## config.mk

```make
export PLATFORM = sky130hd
export DESIGN_NAME = echo_pulse_distance_meter_unit
export DESIGN_NICKNAME = d
export VERILOG_FILES = /design/src/epdm_pkg.sv /design/src/epdm_cdiv.sv /design/src/echo_pulse_distance_meter_unit.sv
export SDC_FILE = /design/constraint.sdc
export NUM_CORES = 2
export LEC_CHECK = 0
export BUFFER_PORTS_ARGS = -buffer_cell sky130_fd_sc_hd__buf_2
export CORE_ASPECT_RATIO = 0.7
export CORE_MARGIN = 2
export CORE_UTILIZATION = 55
export CTS_CLUSTER_SIZE = 16
export DETAILED_ROUTE_END_ITERATION = 12
export GPL_TIMING_DRIVEN = 0
export PLACE_DENSITY = 0.69
export REMOVE_ABC_BUFFERS = 1
export SYNTH_ARGS = -nofsm -noshare
export SYNTH_HDL_FRONTEND = slang
export SYNTH_SLANG_ARGS = --single-unit
export TNS_END_PERCENT = 1
```

## constraint.sdc

```tcl
create_clock -name clk -period 37.8 [get_ports clk]
set_input_delay 5.67 -clock clk [delete_from_list [all_inputs] [get_ports clk]]
set_output_delay 5.67 -clock clk [all_outputs]
set_load 0.005 [all_outputs]
```

## src/epdm_pkg.sv

```systemverilog
// Shared widths, register indexes and conversion constants for the echo distance meter.
package epdm_pkg;

	// Field and datapath widths.
	localparam int unsigned TIME_W      = 16;
	localparam int unsigned WIDTH_W     = 16;
	localparam int unsigned CFG_W       = 18;
	localparam int unsigned THR_W       = 18;
	localparam int unsigned RAW_W       = 19;
	localparam int unsigned SAMPLE_W    = 21;
	localparam int unsigned CM_W        = 21;
	localparam int unsigned INCH_W      = 20;
	localparam int unsigned CAL_SUM_W   = 28;
	localparam int unsigned RAW_NUM_W   = 27;
	localparam int unsigned INCH_NUM_W  = 26;

	// Configuration register indexes.
	typedef logic [1:0] reg_idx_t;
	localparam reg_idx_t REG_ALARM_THRESHOLD  = 2'd0;
	localparam reg_idx_t REG_REF_DISTANCE     = 2'd1;
	localparam reg_idx_t REG_CALIBRATE_ENABLE = 2'd2;

	// Raw distance: (width * 4352 + 500) / 1000 reduces to (width * 1088 + 125) / 250.
	localparam logic [RAW_NUM_W-1:0] RAW_SCALE = 27'd1088;
	localparam logic [RAW_NUM_W-1:0] RAW_BIAS  = 27'd125;
	localparam int unsigned          RAW_DIV   = 250;

	// Inches: (|cm| * 100 + 127) / 254 reduces to (|cm| * 50 + 63) / 127.
	localparam logic [INCH_NUM_W-1:0] INCH_SCALE = 26'd50;
	localparam logic [INCH_NUM_W-1:0] INCH_BIAS  = 26'd63;
	localparam int unsigned           INCH_DIV   = 127;

	// Saturation limits of the signed Q8 centimetre value.
	localparam logic [CM_W-1:0] CM_MAX = 21'h0FFFFF;
	localparam logic [CM_W-1:0] CM_MIN = 21'h100000;

endpackage

```

## src/epdm_cdiv.sv

```systemverilog
// Two-stage unsigned divider by a constant: reciprocal multiply, then one correction step.
module epdm_cdiv #(
	parameter int unsigned DIVISOR = 250,
	parameter int unsigned NUM_W   = 27
) (
	input  logic             clk,
	input  logic             en,
	input  logic [NUM_W-1:0] num,
	output logic [NUM_W-1:0] quo
);

	localparam int unsigned      PROD_W = 2 * NUM_W + 1;
	localparam logic [NUM_W:0]   RCP    = (NUM_W + 1)'((64'd1 << NUM_W) / 64'(DIVISOR));
	localparam logic [NUM_W-1:0] DIV_K  = NUM_W'(DIVISOR);

	logic [PROD_W-1:0] prod_s1;
	logic [NUM_W-1:0]  num_s1;
	logic [NUM_W-1:0]  quo_s2;
	logic [NUM_W-1:0]  est;
	logic [NUM_W-1:0]  rem;

	// The estimate is the true quotient or one below it, so one compare fixes it.
	assign est = prod_s1[2*NUM_W-1:NUM_W];
	assign rem = num_s1 - est * DIV_K;

	always_ff @(posedge clk) begin
		if (en) begin
			prod_s1 <= PROD_W'(num) * PROD_W'(RCP);
			num_s1  <= num;
			quo_s2  <= est + NUM_W'(rem >= DIV_K);
		end
	end

	assign quo = quo_s2;

endmodule

```

## src/echo_pulse_distance_meter_unit.sv

```systemverilog
// Echo pulse distance meter: top level with the measurement and calibration pipeline.
//
// Each transfer on the input channel carries one echo edge timestamp; edges alternate
// rising, falling, starting with a rising edge after reset. The block takes one edge
// every clock cycle while the output register is not stalled. A rising edge only
// records its time; a falling edge yields one result (pulse width, distance in Q8 cm
// and Q8 inches, near alarm, calibration status) on the output channel, and results
// are kept in edge order. The pipeline holds three constant dividers (reciprocal
// multiply plus correction, two stages each) in a row: width to centimetres, the
// calibration average, and centimetres to inches. While the output register holds
// a result that is stalled, the whole pipeline holds and the input channel stalls
// with it. The configuration port always accepts writes and must be written only
// while no falling edge is in flight. Calibration starts when 1 is written to
// calibrate_enable: the next CAL_SAMPLES echo pulses are averaged as
// (ref_distance - raw distance), and the edge that completes the average already
// uses the new offset.
module echo_pulse_distance_meter_unit #(
	parameter int unsigned CAL_SAMPLES = 100,
	parameter int unsigned TIMER_BITS  = 16
) (
	input  logic                                    clk,
	input  logic                                    arst_n,
	// Echo edge channel.
	input  logic                                    in_valid,
	output logic                                    in_stall,
	input  logic [epdm_pkg::TIME_W-1:0]             echo_time,
	// Result channel.
	output logic                                    out_valid,
	input  logic                                    out_stall,
	output logic [epdm_pkg::WIDTH_W-1:0]            pulse_width,
	output logic signed [epdm_pkg::CM_W-1:0]        distance_cm,
	output logic signed [epdm_pkg::INCH_W-1:0]      distance_inch,
	output logic                                    near_alarm,
	output logic                                    calibration_done,
	// Configuration write channel.
	input  logic                                    cfg_valid,
	output logic                                    cfg_ready,
	input  epdm_pkg::reg_idx_t                      cfg_index,
	input  logic [epdm_pkg::CFG_W-1:0]              cfg_data
);

	localparam int unsigned TW = ((TIMER_BITS > epdm_pkg::TIME_W) ?
		TIMER_BITS : epdm_pkg::TIME_W) + 1;
	localparam logic [TW-1:0] TMAX = TW'((64'd1 << TIMER_BITS) - 64'd1);
	localparam logic [epdm_pkg::TIME_W-1:0] TMASK = TMAX[epdm_pkg::TIME_W-1:0];
	localparam int unsigned CNT_W = $clog2(CAL_SAMPLES + 1);
	localparam logic [CNT_W-1:0] CNT_LAST = CNT_W'(CAL_SAMPLES);
	localparam logic [epdm_pkg::CAL_SUM_W-1:0] CAL_HALF =
		epdm_pkg::CAL_SUM_W'(CAL_SAMPLES / 2);
	localparam logic [epdm_pkg::CAL_SUM_W-1:0] POS_LIM =
		epdm_pkg::CAL_SUM_W'(epdm_pkg::CM_MAX);
	localparam logic [epdm_pkg::CAL_SUM_W-1:0] NEG_LIM = POS_LIM + 1'b1;

	// Sideband carried alongside the calibration divider.
	typedef struct packed {
		logic [epdm_pkg::WIDTH_W-1:0] width;
		logic [epdm_pkg::RAW_W-1:0]   raw;
		logic                         fin;
		logic                         done;
		logic                         neg;
	} cal_side_t;

	// Sideband carried alongside the inch divider.
	typedef struct packed {
		logic [epdm_pkg::WIDTH_W-1:0] width;
		logic [epdm_pkg::CM_W-1:0]    cm;
		logic                         near;
		logic                         done;
		logic                         neg;
	} res_side_t;

	logic                               adv;
	logic                               cfg_wr;
	logic [14:1]                        vld_s;

	// Configuration registers.
	logic [epdm_pkg::THR_W-1:0]         thr_q;
	logic [epdm_pkg::THR_W-1:0]         ref_q;
	logic                               cal_en_q;

	// Edge tracking state.
	logic                               awaiting_q;
	logic [epdm_pkg::TIME_W-1:0]        rise_q;
	logic [epdm_pkg::WIDTH_W-1:0]       last_width_q;

	// Calibration state.
	logic signed [epdm_pkg::CAL_SUM_W-1:0] cal_sum_q;
	logic [CNT_W-1:0]                   cal_count_q;
	logic                               cal_done_q;
	logic [epdm_pkg::CM_W-1:0]          offset_q;

	// Pipeline registers.
	logic [epdm_pkg::TIME_W-1:0]        t_s1;
	logic [epdm_pkg::WIDTH_W-1:0]       w_s2, w_s3, w_s4, w_s5;
	logic [epdm_pkg::RAW_NUM_W-1:0]     m_s3;
	cal_side_t                          side_s6, side_s7, side_s8, side_s9, side_s10;
	logic [epdm_pkg::CAL_SUM_W-1:0]     sum_s6;
	logic [epdm_pkg::CAL_SUM_W-1:0]     n_s7;
	res_side_t                          side_s11, side_s12, side_s13, side_s14;
	logic [epdm_pkg::INCH_NUM_W-1:0]    x_s12;

	// Output register.
	logic                               out_valid_q;
	logic [epdm_pkg::WIDTH_W-1:0]       pulse_width_q;
	logic [epdm_pkg::CM_W-1:0]          cm_q;
	logic [epdm_pkg::INCH_W-1:0]        inch_q;
	logic                               near_q;
	logic                               done_q;

	// Combinational stage logic.
	logic [epdm_pkg::TIME_W-1:0]        t_c;
	logic [TW-1:0]                      wrap_c;
	logic [epdm_pkg::WIDTH_W-1:0]       width_c;
	logic [epdm_pkg::RAW_NUM_W-1:0]     raw_quo;
	logic [epdm_pkg::RAW_W-1:0]         raw_s5;
	logic [epdm_pkg::SAMPLE_W-1:0]      sample_c;
	logic [epdm_pkg::CAL_SUM_W-1:0]     sum_next;
	logic [CNT_W-1:0]                   cnt_next;
	logic                               cal_active;
	logic                               cal_hit;
	logic [epdm_pkg::CAL_SUM_W-1:0]     sum_mag_c;
	logic [epdm_pkg::CAL_SUM_W-1:0]     cal_quo;
	logic [epdm_pkg::CM_W-1:0]          off_c;
	logic [epdm_pkg::CM_W:0]            cm_sum_c;
	logic [epdm_pkg::CM_W-1:0]          cm_c;
	logic [epdm_pkg::CM_W-1:0]          cm_mag_c;
	logic [epdm_pkg::INCH_NUM_W-1:0]    x_c;
	logic                               near_c;
	logic [epdm_pkg::INCH_NUM_W-1:0]    inch_quo;
	logic [epdm_pkg::INCH_W-1:0]        inch_mag_c;
	logic [epdm_pkg::INCH_W-1:0]        inch_c;

	// The pipeline moves whenever the output register is empty or being taken.
	assign adv       = !out_valid_q || !out_stall;
	assign in_stall  = !adv;
	assign cfg_ready = 1'b1;
	assign cfg_wr    = cfg_valid && cfg_ready;

	// Configuration registers.
	always_ff @(posedge clk or negedge arst_n) begin
		if (!arst_n) begin
			thr_q    <= '0;
			ref_q    <= '0;
			cal_en_q <= 1'b0;
		end else if (cfg_wr) begin
			case (cfg_index)
				epdm_pkg::REG_ALARM_THRESHOLD:  thr_q    <= cfg_data;
				epdm_pkg::REG_REF_DISTANCE:     ref_q    <= cfg_data;
				epdm_pkg::REG_CALIBRATE_ENABLE: cal_en_q <= cfg_data[0];
				default: ;
			endcase
		end
	end

	// Valid bits: rising edges leave the pipeline after the first stage.
	always_ff @(posedge clk or negedge arst_n) begin
		if (!arst_n) begin
			vld_s <= '0;
		end else if (adv) begin
			vld_s <= {vld_s[13:2], vld_s[1] && awaiting_q, in_valid};
		end
	end

	// Pulse width with timer wrap handling; an equal timestamp reuses the last width.
	always_comb begin
		t_c    = t_s1 & TMASK;
		wrap_c = TMAX - TW'(rise_q) + TW'(t_c);
		if (t_c > rise_q) begin
			width_c = t_c - rise_q;
		end else if (rise_q > t_c) begin
			width_c = (|wrap_c[TW-1:epdm_pkg::WIDTH_W]) ? '1 : wrap_c[epdm_pkg::WIDTH_W-1:0];
		end else begin
			width_c = last_width_q;
		end
	end

	// Edge tracking state.
	always_ff @(posedge clk or negedge arst_n) begin
		if (!arst_n) begin
			awaiting_q   <= 1'b0;
			rise_q       <= '0;
			last_width_q <= '0;
		end else if (adv && vld_s[1]) begin
			awaiting_q <= !awaiting_q;
			if (awaiting_q) begin
				last_width_q <= width_c;
			end else begin
				rise_q <= t_c;
			end
		end
	end

	// Width to raw centimetres: numerator then constant divide.
	always_ff @(posedge clk) begin
		if (adv) begin
			t_s1 <= echo_time;
			w_s2 <= width_c;
			w_s3 <= w_s2;
			m_s3 <= epdm_pkg::RAW_NUM_W'(w_s2) * epdm_pkg::RAW_SCALE + epdm_pkg::RAW_BIAS;
			w_s4 <= w_s3;
			w_s5 <= w_s4;
		end
	end

	epdm_cdiv #(
		.DIVISOR(epdm_pkg::RAW_DIV),
		.NUM_W  (epdm_pkg::RAW_NUM_W)
	) u_raw_div (
		.clk(clk),
		.en (adv),
		.num(m_s3),
		.quo(raw_quo)
	);

	assign raw_s5 = raw_quo[epdm_pkg::RAW_W-1:0];

	// Calibration sample: reference minus raw distance, accumulated over the window.
	assign sample_c   = {3'b000, ref_q} - {2'b00, raw_s5};
	assign sum_next   = cal_sum_q + {{(epdm_pkg::CAL_SUM_W - epdm_pkg::SAMPLE_W)
		{sample_c[epdm_pkg::SAMPLE_W-1]}}, sample_c};
	assign cnt_next   = cal_count_q + 1'b1;
	assign cal_active = cal_en_q && !cal_done_q;
	assign cal_hit    = cal_active && (cnt_next == CNT_LAST);

	always_ff @(posedge clk or negedge arst_n) begin
		if (!arst_n) begin
			cal_sum_q   <= '0;
			cal_count_q <= '0;
			cal_done_q  <= 1'b0;
		end else if (cfg_wr && cfg_index == epdm_pkg::REG_CALIBRATE_ENABLE) begin
			cal_sum_q   <= '0;
			cal_count_q <= '0;
			if (cfg_data[0]) begin
				cal_done_q <= 1'b0;
			end
		end else if (adv && vld_s[5] && cal_active) begin
			if (cal_hit) begin
				cal_sum_q   <= '0;
				cal_count_q <= '0;
				cal_done_q  <= 1'b1;
			end else begin
				cal_sum_q   <= sum_next;
				cal_count_q <= cnt_next;
			end
		end
	end

	// Magnitude of the finished sum, biased for round-half-away-from-zero.
	assign sum_mag_c = (sum_s6[epdm_pkg::CAL_SUM_W-1] ? -sum_s6 : sum_s6) + CAL_HALF;

	always_ff @(posedge clk) begin
		if (adv) begin
			side_s6.width <= w_s5;
			side_s6.raw   <= raw_s5;
			side_s6.fin   <= cal_hit;
			side_s6.done  <= cal_done_q || cal_hit;
			side_s6.neg   <= sum_next[epdm_pkg::CAL_SUM_W-1];
			sum_s6        <= sum_next;
			side_s7       <= side_s6;
			n_s7          <= sum_mag_c;
			side_s8       <= side_s7;
			side_s9       <= side_s8;
		end
	end

	epdm_cdiv #(
		.DIVISOR(CAL_SAMPLES),
		.NUM_W  (epdm_pkg::CAL_SUM_W)
	) u_cal_div (
		.clk(clk),
		.en (adv),
		.num(n_s7),
		.quo(cal_quo)
	);

	// Signed, saturated average becomes the new offset.
	always_comb begin
		if (!side_s9.neg && cal_quo > POS_LIM) begin
			off_c = epdm_pkg::CM_MAX;
		end else if (side_s9.neg && cal_quo > NEG_LIM) begin
			off_c = epdm_pkg::CM_MIN;
		end else if (side_s9.neg) begin
			off_c = -cal_quo[epdm_pkg::CM_W-1:0];
		end else begin
			off_c = cal_quo[epdm_pkg::CM_W-1:0];
		end
	end

	always_ff @(posedge clk or negedge arst_n) begin
		if (!arst_n) begin
			offset_q <= '0;
		end else if (adv && vld_s[9] && side_s9.fin) begin
			offset_q <= off_c;
		end
	end

	// Corrected distance, saturated to the signed output range.
	always_comb begin
		cm_sum_c = {3'b000, side_s10.raw} + {offset_q[epdm_pkg::CM_W-1], offset_q};
		if (cm_sum_c[epdm_pkg::CM_W] != cm_sum_c[epdm_pkg::CM_W-1]) begin
			cm_c = cm_sum_c[epdm_pkg::CM_W] ? epdm_pkg::CM_MIN : epdm_pkg::CM_MAX;
		end else begin
			cm_c = cm_sum_c[epdm_pkg::CM_W-1:0];
		end
	end

	// Near alarm from the corrected distance.
	assign near_c   = $signed({cm_c[epdm_pkg::CM_W-1], cm_c}) <
		$signed({4'b0000, thr_q});

	// Inch numerator from the corrected distance.
	assign cm_mag_c = side_s11.cm[epdm_pkg::CM_W-1] ? -side_s11.cm : side_s11.cm;
	assign x_c      = epdm_pkg::INCH_NUM_W'(cm_mag_c) * epdm_pkg::INCH_SCALE +
		epdm_pkg::INCH_BIAS;

	always_ff @(posedge clk) begin
		if (adv) begin
			side_s10       <= side_s9;
			side_s11.width <= side_s10.width;
			side_s11.cm    <= cm_c;
			side_s11.near  <= near_c;
			side_s11.done  <= side_s10.done;
			side_s11.neg   <= cm_c[epdm_pkg::CM_W-1];
			side_s12       <= side_s11;
			x_s12          <= x_c;
			side_s13       <= side_s12;
			side_s14       <= side_s13;
		end
	end

	epdm_cdiv #(
		.DIVISOR(epdm_pkg::INCH_DIV),
		.NUM_W  (epdm_pkg::INCH_NUM_W)
	) u_inch_div (
		.clk(clk),
		.en (adv),
		.num(x_s12),
		.quo(inch_quo)
	);

	// Restore the sign of the inch value; its magnitude never exceeds 19 bits.
	assign inch_mag_c = {1'b0, inch_quo[epdm_pkg::INCH_W-2:0]};
	assign inch_c     = side_s14.neg ? -inch_mag_c : inch_mag_c;

	// Output register.
	always_ff @(posedge clk or negedge arst_n) begin
		if (!arst_n) begin
			out_valid_q <= 1'b0;
		end else if (adv) begin
			out_valid_q <= vld_s[14];
		end
	end

	always_ff @(posedge clk) begin
		if (adv && vld_s[14]) begin
			pulse_width_q <= side_s14.width;
			cm_q          <= side_s14.cm;
			inch_q        <= inch_c;
			near_q        <= side_s14.near;
			done_q        <= side_s14.done;
		end
	end

	assign out_valid        = out_valid_q;
	assign pulse_width      = pulse_width_q;
	assign distance_cm      = cm_q;
	assign distance_inch    = inch_q;
	assign near_alarm       = near_q;
	assign calibration_done = done_q;

	// The sample count never reaches the window length; it wraps to zero there.
	a_count_range: assert property (@(posedge clk) disable iff (!arst_n)
		cal_count_q < CNT_LAST)
		else $error("calibration count reached the window length");

	// An empty window always holds an empty sum.
	a_sum_cleared: assert property (@(posedge clk) disable iff (!arst_n)
		(cal_count_q == '0) |-> (cal_sum_q == '0))
		else $error("calibration sum not cleared with the count");

	// Calibration completes only on a falling edge that closes the window.
	a_done_source: assert property (@(posedge clk) disable iff (!arst_n)
		$rose(cal_done_q) |-> $past(adv && vld_s[5] && cal_hit))
		else $error("calibration done set without a completed window");

	// The offset changes only when a finished average reaches the offset stage.
	a_offset_source: assert property (@(posedge clk) disable iff (!arst_n)
		!$stable(offset_q) |-> $past(adv && vld_s[9] && side_s9.fin))
		else $error("offset changed without a finished calibration");

endmodule

```

==> out/metrics.yaml <==
synth:
  synthMostInstantiatedCell: "inv_1"
  syn_inst: 6066
  synthTopCellsByArea: "edfxtp_1, ha_1, fa_1, inv_1, dfrtp_1"
  synthArstFlopShare_pct: 15.4
  avgSynthCellArea_um2: 11.6
  synth_edf_count: 779
  ys_ff_latch: 921
  synth_top_area_cell: "edfxtp_1"
  ys_types: 99
  synth_area_um2: 70100
  yosysTopAreaCellShare_pct: 33.4
  synth_flop_cell: "edfxtp_1"
  seq_area_frac_synth_pct: 38.4
  synth_common_cells: "inv_1, ha_1, edfxtp_1, fa_1, xnor2_1"
  yosys_warnings: 0
final_layout:
  drive_gt1_share_pct: 5.65
  area_delta_synth_final_pct: 8.38
  utilization_pct: 60.1
  fin_nets: 7757
drt:
  detail_route.wl_per_cell_um: 19.3
  viasPerCell: 5.63
  drtIter0Drc: 4082
  vias: 44800
  first_pass_iters: 6
  drt_wl_total_mm: 154
  drc_errors: 0
  ant_nets: 0
die:
  chipHeight_um: 303
  io_pins: 103
  rows: 109
  die_x_um: 431
  start_util_pct: 55.5
  core_area_um2: 126000
  die_area_um2: 130000
timing:
  setup_viol: 0
  drv_slew: 0
  hold_violations: 0
  worst_slew_pin_slew_ns: 1.29
  post-route-period-util_pct: 32.4
  rsz0062_at_grt: "no"
  skew_ns: 0.0419
  layout_min_cycle_time_ns: 12.25
  tns_ns: 0
  relSlewSlack_pct: 13.4
  fmax_mhz: 81.6
  finalHoldWorstSlack_ns: 0.409
setup_path:
  crit_path_frequent_cell: "buf_2"
  cpMaxStageDelayCell: "nand2_4"
  path_max_fanout: 39
  worstSetupEndpointType: "primary output"
  ff2ff_path_depth: 35
  critPathArrivalTime_ns: 6.58
  path_cells: "buf_2 > nand2_4 > inv_1 > buf_2"
  worstPathRequired_ns: 32.13
  reg2reg_slack_ns: 27.44
  rr_endpoint: "u_raw_div.quo[18]"
  start_kind: "primary input"
  slowest_delay_ns: 0.42
  worstSetupPathType: "primary input to primary output"
  regToRegStartpoint: "u_raw_div.prod_s1[31]"
global_route:
  antenna_found_initial: 12
  grt_pass1_vias: 43800
  gr-total-overflow: 0
  grt_max_degree: 103
  grt_usage_pct: 24.0
  grt_pass1_wl_mm: 245
clock_network:
  clock_sinks: 921
  post_cts_buffers: 0
  cts_hold_buffers: 0
  cts_tree: "yes"
  root_buffer: "clkbuf_16"
  clk_pin_slew_worst_paths_ns: 0.06
  clock_latency_ns: 0.72
  h-tree-depth: 3
  cts_buffers: 94
  cts.path.max_buffers: 3
  cts_resized: 0
place:
  io_buffers: 101
  dpl.hpwl_mm: 122
  gp_congestion: 0.955
min_path:
  hp-class: "flip-flop to flip-flop"
  hold_start: "w_s3[14]"
  whs_path_depth: 0
  worstHoldEndpoint: "w_s4[14]"
run:
  drv_cap: 0
status:
  outcome: "complete, no violations"
[metal layers]
metal / share of wire, % / global-route usage, % / up-vias
met4: 1.3 / 4.27 / 0
met2: 39 / 32.1 / 1342
met1: 51 / 39.4 / 21800
li1: - / - / 21500
met5: 0 / 0 / -
met3: 8.6 / 5.73 / 124
[cell type report]
class                           count  area [um^2]
Fill cell                       10100        50300
Multi-Input combinational cell   4043        39000
Sequential cell                   921        26900
Inverter                         1030         3870
Clock buffer                      118         2540
Tap cell                         1665         2080
Timing Repair Buffer              118          918
Clock inverter                     57          578
Antenna cell                        2         5.00
[sequential cells by signal, summed over array words and instances (netlist names), 22 cells and up]
signal / flops
cal_sum_q: 28
n_s7: 28
side_s10: 36
side_s11: 39
side_s12: 39
side_s13: 39
side_s14: 39
side_s6: 38
side_s7: 38
side_s8: 38
side_s9: 38
sum_s6: 27
u_cal_div.num_s1: 26
u_cal_div.prod_s1: 22
u_cal_div.quo: 23
u_inch_div.prod_s1: 26
x_s12: 25
[kinds of logic (layout without fill, tap and decap cells)]
group / after synthesis / in the layout / synth area share [%]
flip-flops: 921 / 921 / 38.4
AO/OA/AOI/OAI: 1036 / 1036 / 9.76
XOR/XNOR: 398 / 398 / 4.99
multiplexers: 53 / 53 / 0.834
buffers and inverters: 1102 / 1323 / 5.92
other: 1 / 3 / 0.00535
AND/OR/NAND/NOR: 1047 / 1047 / 7.45
adder cells (fa/ha/maj): 1508 / 1508 / 32.6
[worst max path at each step]
stage                     endpoint  startpoint  slack (ns)  depth (start not counted)
after floorplan           in_stall   out_stall        9.85                          2
after global placement    in_stall   out_stall        1.85                          4
after detailed placement  in_stall   out_stall       25.53                          4
after CTS                 in_stall   out_stall       25.53                          4
after global routing      in_stall   out_stall       25.46                          4
final                     in_stall   out_stall       25.55                          4
[placed cells by master, fill, tap and decap left out, types with 18 or more instances in the layout]
cell,Yosys,layout
clkbuf_16,0,96
nor2_1,266,263
ha_1,979,979
nor2b_1,54,54
nand2b_1,67,67
inv_1,1030,1030
o21bai_1,24,24
xnor2_1,271,271
a22o_1,31,31
o22ai_1,19,19
mux2_2,42,42
nand3_1,89,89
or2_2,18,18
edfxtp_1,779,779
and2_1,27,26
and3_1,33,33
o21ai_0,221,221
o211ai_1,24,24
a21boi_0,18,18
o31ai_1,36,36
nor3_1,88,88
a211oi_1,29,29
a21oi_1,268,268
a31oi_1,30,30
o21a_1,60,60
dfrtp_1,142,142
or3_1,34,34
fa_1,529,529
nand2_1,238,237
xor2_1,126,126
or4_1,18,18
a21o_1,83,83
buf_2,2,100
nand4_1,48,48
[worst max-delay path: cells and delay by family]
kind / cells / cell delay, ns
buffers and inverters: 3 / 0.45
AND/OR/NAND/NOR: 1 / 0.42
[per-stage QoR]
step           cells  setup slack, ns  instance area, um^2
3_5_place_dp    7777            25.53                72800
4_1_cts         7952            25.53                76000
3_3_place_gp    7760             1.85                72400
2_1_floorplan   5994             9.85                69800
6_report        7954            25.55                76000
5_1_grt         7954            25.46                76000
Power is left out: the tool's default activity adds up to more than one toggle a clock period on the data nets, which glitch-free logic cannot reach.
